<file path="src/rtl/gma_divider.sv">
module gma_divider #(
  parameter int DVD_W = 72,
  parameter int DVS_W = 21,
  parameter int QUO_W = 48
) (
  input  logic             clk,
  input  logic             rst,
  input  logic             start,
  input  logic [DVD_W-1:0] dividend,
  input  logic [DVS_W-1:0] divisor,
  output logic [QUO_W-1:0] quotient,
  output logic             done
);

  localparam int CNT_W = $clog2(DVD_W + 1);

  logic [DVD_W-1:0] dvd;
  logic [DVS_W-1:0] dvs;
  logic [DVS_W-1:0] rem;
  logic [CNT_W-1:0] cnt;
  logic             run;
  logic [DVS_W:0]   trial;
  logic             fits;

  // One restoring step: shift in the next dividend bit and try a subtract.
  always_comb begin
    trial = {rem, dvd[DVD_W-1]};
    fits  = trial >= {1'b0, dvs};
  end

  always_ff @(posedge clk) begin
    if (rst) begin
      run  <= 1'b0;
      done <= 1'b0;
    end else if (start) begin
      run  <= 1'b1;
      done <= 1'b0;
      cnt  <= '0;
      dvd  <= dividend;
      dvs  <= divisor;
      rem  <= '0;
    end else if (run) begin
      dvd      <= {dvd[DVD_W-2:0], 1'b0};
      rem      <= fits ? DVS_W'(trial - {1'b0, dvs}) : trial[DVS_W-1:0];
      quotient <= {quotient[QUO_W-2:0], fits};
      cnt      <= cnt + 1'b1;
      if (cnt == CNT_W'(DVD_W - 1)) begin
        run  <= 1'b0;
        done <= 1'b1;
      end
    end
  end

endmodule

</file>
<file path="config.mk">
export PLATFORM = sky130hd
export DESIGN_NAME = gma_divider
export DESIGN_NICKNAME = d
export VERILOG_FILES = /design/src/rtl/gma_divider.sv
export SDC_FILE = /design/constraint.sdc
export NUM_CORES = 1
export LEC_CHECK = 0
export CORE_ASPECT_RATIO = 1.2
export CORE_MARGIN = 2
export CORE_UTILIZATION = 64
export DETAILED_ROUTE_END_ITERATION = 8
export DONT_BUFFER_PORTS = 1
export PLACE_DENSITY = 0.91
export SETUP_SLACK_MARGIN = 0.4
export SKIP_LAST_GASP = 1
export SYNTH_ARGS = -nofsm -noshare
export SYNTH_HDL_FRONTEND = slang
export SYNTH_SLANG_ARGS = --single-unit
</file>
<file path="constraint.sdc">
create_clock -name clk -period 19.5 [get_ports clk]
set_input_delay 1.95 -clock clk [delete_from_list [all_inputs] [get_ports clk]]
set_output_delay 1.95 -clock clk [all_outputs]
set_load 0.05 [all_outputs]
</file>
==> implementation parameters <==
Parameter                              Value

Outcome
  Run status ... finished, final reports clean

Global routing
  Antenna violations before repair ... 0
  Total GRT Usage ... between 20% and 30%
  Residual overflow from global routing ... 0
  Maximum number of pins on one net before global-route repair ... slightly above 100
  Vias in the first global route ... around 4.8k
  Wire length of the first global-routing pass ... 25.52 mm

Clock tree
  Clk Latency, worst-skew pair ... 430 ps
  Hold buffer count at cts ... 0
  Clock-pin slew reported for the worst setup and hold paths after clock tree synthesis ... 60 ps
  Postcts setup bufs ... 0
  Number of clock sinks ... around 170
  CTS-repair resized insts ... 0
  Maximum level of the CTS H-tree ... 4
  Clock root buffer master ... sky130_fd_sc_hd__clkbuf_16
  CTS Buf Count ... 17
  TritonCTS clock tree ... done
  Maximum count of clock buffers along a single path ... 2

Floorplanning
  Standard-cell row count ... 45
  Die area ... 0.01360 sq mm
  Die height ... around 130 microns
  Starting density of the core ... around two thirds
  Horizontal extent of the die ... 106.8 microns
  I/O Pins ... approximately 150
  Standard cell core area ... between 0.01 and 0.015 sq mm

Timing
  Number of failing setup endpoints in the final timing report ... 0
  Endpoints failing hold ... 0
  Fin Setup TNS ... 0 ps
  Period Utilization, post-route ... about a fifth
  Fin Hold WS ... ~530 ps
  Worst rel slew slack ... around 16%
  Unrepaired setup endpoints after global routing ... false
  Worst slew pin tran ... 1257 ps
  Total count of max-transition violations in the final report ... 0
  Worst-case clock skew ... 8.536 ps
  Clock period minus worst slack ... between 3000 and 4000 ps
  Peak Freq ... 275.0 MHz

Worst setup path
  Reg-to-reg critical path startpoint ... dvd[71]
  Capturing element type of the critical path ... flip-flop
  Slowest-stage cell, CP ... sky130_fd_sc_hd__buf_4
  Buf+Inv Stages, Crit Path ... 2
  Data required time at the worst endpoint ... roughly 20000 ps
  Maximum fanout encountered on the critical timing path ... 100
  Category of the most critical setup path ... primary input to flip-flop
  Origin of the worst setup path ... start
  Number of stages on the worst setup path ... 3
  Setup slack on the worst flop-to-flop path ... between 15000 and 20000 ps
  CP startpoint kind ... primary input
  Reg-to-reg endpoint ... rem[20]
  Worst-path cell chain ... inv_1 > a21oi_4 > buf_4
  Critical path arrival ... around 3700 ps
  Worst path max stage delay ... about 900 ps
  Cells on worst reg2reg path ... 11
  Destination of the critical timing path ... dvd[38]
  CP delay by family, top ... buffers and inverters

Synthesis
  Top_reg_cell synth ... sky130_fd_sc_hd__edfxtp_1
  Synthesized area divided by synthesized cell count ... between 10 and 15 sq um
  Synthesis warning total ... 0
  Share of the synthesized area in the top cell type ... 62.54%
  Sequential share of the synthesized area ... a little over three fifths
  Number of nets in the synthesized netlist ... 696
  Post-Syn Instances ... between 500 and 600
  Seq cells post-synth ... between 150 and 200
  Cell types with the largest area share after synthesis ... sky130_fd_sc_hd__edfxtp_1, sky130_fd_sc_hd__mux2_2, sky130_fd_sc_hd__ha_1
  Count of different cell masters after synthesis ... 71
  Area leader, netlist ... sky130_fd_sc_hd__edfxtp_1
  Synthesized cell area ... a little over 0.008 sq mm
  Share of async-settable or async-resettable flops after synthesis ... 0%
  Number of enable flip-flop cells after synthesis ... about 170

Routing
  Routed length per placed instance ... between 20 and 25 microns
  Via density per instance ... between 6 and 7
  Via count ... roughly 4.8k
  Total length of routed wires ... about 16 mm
  Drt first-iter violations ... 432
  DRC violation count after routing ... 0
  Antenna Violating Nets Remaining ... 0
  Detailed-routing iteration count for the pre-antenna-repair pass ... 8

Pwr
  Total power per unit cell area ... between 100 and 150 mW/mm^2
  Leakage power ... 3.027 nW
  VDD IR max ... about 0.07 mV

Cells and area
  Fraction of final layout cells sized beyond drive strength 1 ... approximately 22%
  Diodes inserted ... 0
  Fillcell total ... ~850
  FF/Latch Area ... 0.005115 sq mm
  Nets@finish ... 685
  Area growth, synth to finish ... 8.111%
  Area of the multi-input gates ... approximately 0.0027 sq mm

Place
  Detail Placement HPWL ... 10.84 mm
  Final estimated routing congestion in global placement ... 0.9282
  Port-buffer cells ... 0

Min path
  Worst hold path type ... flip-flop to flip-flop

Job
  Max-cap check violation count ... 0
-- per-stage QoR --
stage               cells  power (mW)  util, %  worst slack (ps)  instance area, sq um
global route          743      0.9591    70.18             15700                  8772
detailed placement    711      0.5895    65.42             15530                  8177
global placement      711      0.5825    65.42             15630                  8177
finish                743      0.9250    70.18             15860                  8772
floorplan             577      0.5717        -             11610                  8114
CTS                   743      0.9266    70.18             15980                  8772
-- layout by cell type, fill, tap and decap left out, drive strengths merged, types with 6 or more instances in the layout --
master    n
edfxtp  169
mux2     71
a21oi    31
inv      30
o21ai    28
nand2    26
nor2     26
ha       22
clkbuf   19
o211ai   13
nor3     12
or3b     11
nand3    10
xnor2     9
a211oi    7
or3       6
-- state kept, by name (all words and copies together), names as in the netlist --
name / flops
cnt: 7
rem: 21
quotient: 48
run: 1
done: 1
dvs: 21
dvd: 72
-- cell type report --
class                   count  share of cell area (%)
flip-flops and latches    171                   58.31
well taps                 164                   2.339
multi-input cells         347                   31.19
clock inverters            13                   1.854
inverters                  26                   1.113
clock buffers              19                   4.935
repair buffers              3                  0.2567
-- report_power, final --
part	switching (mW)	total (mW)	internal, mW	leakage (nW)
Combinational	0.0795	0.135	0.0559	1.13
Clock	0.146	0.339	0.193	0.285
Sequential	0.0174	0.451	0.433	1.61
Total	0.243	0.925	0.682	3.03
-- worst reg2reg max path, stage by stage (launching register included) --
cell and delay [ps]:
sky130_fd_sc_hd__edfxtp_1 350, sky130_fd_sc_hd__inv_1 60, sky130_fd_sc_hd__ha_1 220, sky130_fd_sc_hd__inv_1 100
sky130_fd_sc_hd__fa_1 260, sky130_fd_sc_hd__a211oi_2 100, sky130_fd_sc_hd__o21ai_1 170, sky130_fd_sc_hd__a31oi_2 170
sky130_fd_sc_hd__a211oi_2 1070, sky130_fd_sc_hd__buf_4 370, sky130_fd_sc_hd__or2_4 260, sky130_fd_sc_hd__o2111ai_1 150
-- cell usage after synthesis, types with 3 or more instances --
master and number:
sky130_fd_sc_hd__a211oi_1 3, sky130_fd_sc_hd__a211oi_2 4, sky130_fd_sc_hd__a21o_1 4, sky130_fd_sc_hd__a21oi_1 31, sky130_fd_sc_hd__a31oi_1 3, sky130_fd_sc_hd__and3_1 3
sky130_fd_sc_hd__buf_2 11, sky130_fd_sc_hd__buf_6 5, sky130_fd_sc_hd__clkbuf_1 13, sky130_fd_sc_hd__edfxtp_1 169, sky130_fd_sc_hd__ha_1 22, sky130_fd_sc_hd__inv_1 26
sky130_fd_sc_hd__mux2_2 71, sky130_fd_sc_hd__nand2_1 26, sky130_fd_sc_hd__nand3_1 9, sky130_fd_sc_hd__nand4_1 4, sky130_fd_sc_hd__nor2_1 26, sky130_fd_sc_hd__nor3_1 11
sky130_fd_sc_hd__o2111ai_1 3, sky130_fd_sc_hd__o211ai_1 13, sky130_fd_sc_hd__o21a_1 5, sky130_fd_sc_hd__o21ai_0 23, sky130_fd_sc_hd__o21ai_1 3, sky130_fd_sc_hd__o21bai_1 3
sky130_fd_sc_hd__o22ai_1 3, sky130_fd_sc_hd__o31ai_1 3, sky130_fd_sc_hd__or3_1 5, sky130_fd_sc_hd__or3b_1 9, sky130_fd_sc_hd__xnor2_1 9, sky130_fd_sc_hd__xor2_1 5
-- metal layers --
layer	up-vias	share of wire [%]	track usage, %
met2	250	52	42.94
met3	27	7.9	6.990
met1	2318	38	29.70
li1	2204	-	-
met4	0	1.8	8.480
met5	-	0	0
-- worst min-delay path by stage --
stage                     start  endpoint  slack (ps)  cells after the start
after floorplan             run      done         490                      2
after global placement      run      done         510                      2
after detailed placement    run      done         520                      2
after CTS                   run      done         530                      2
after global routing        run      done         560                      2
final                       run      done         530                      2
-- cell families after synthesis --
logic type                 Yosys count  synth area share [%]
adders and majority gates           23                 3.639
and+or+nand+nor                    118                 8.126
AOI/OAI and AO/OA                  120                 10.24
buffers and inverters               59                 3.469
DFF                                171                 63.04
xor gates and xnor gates            14                 1.511
muxes                               72                 9.977
(Power assumes the default switching activity.)
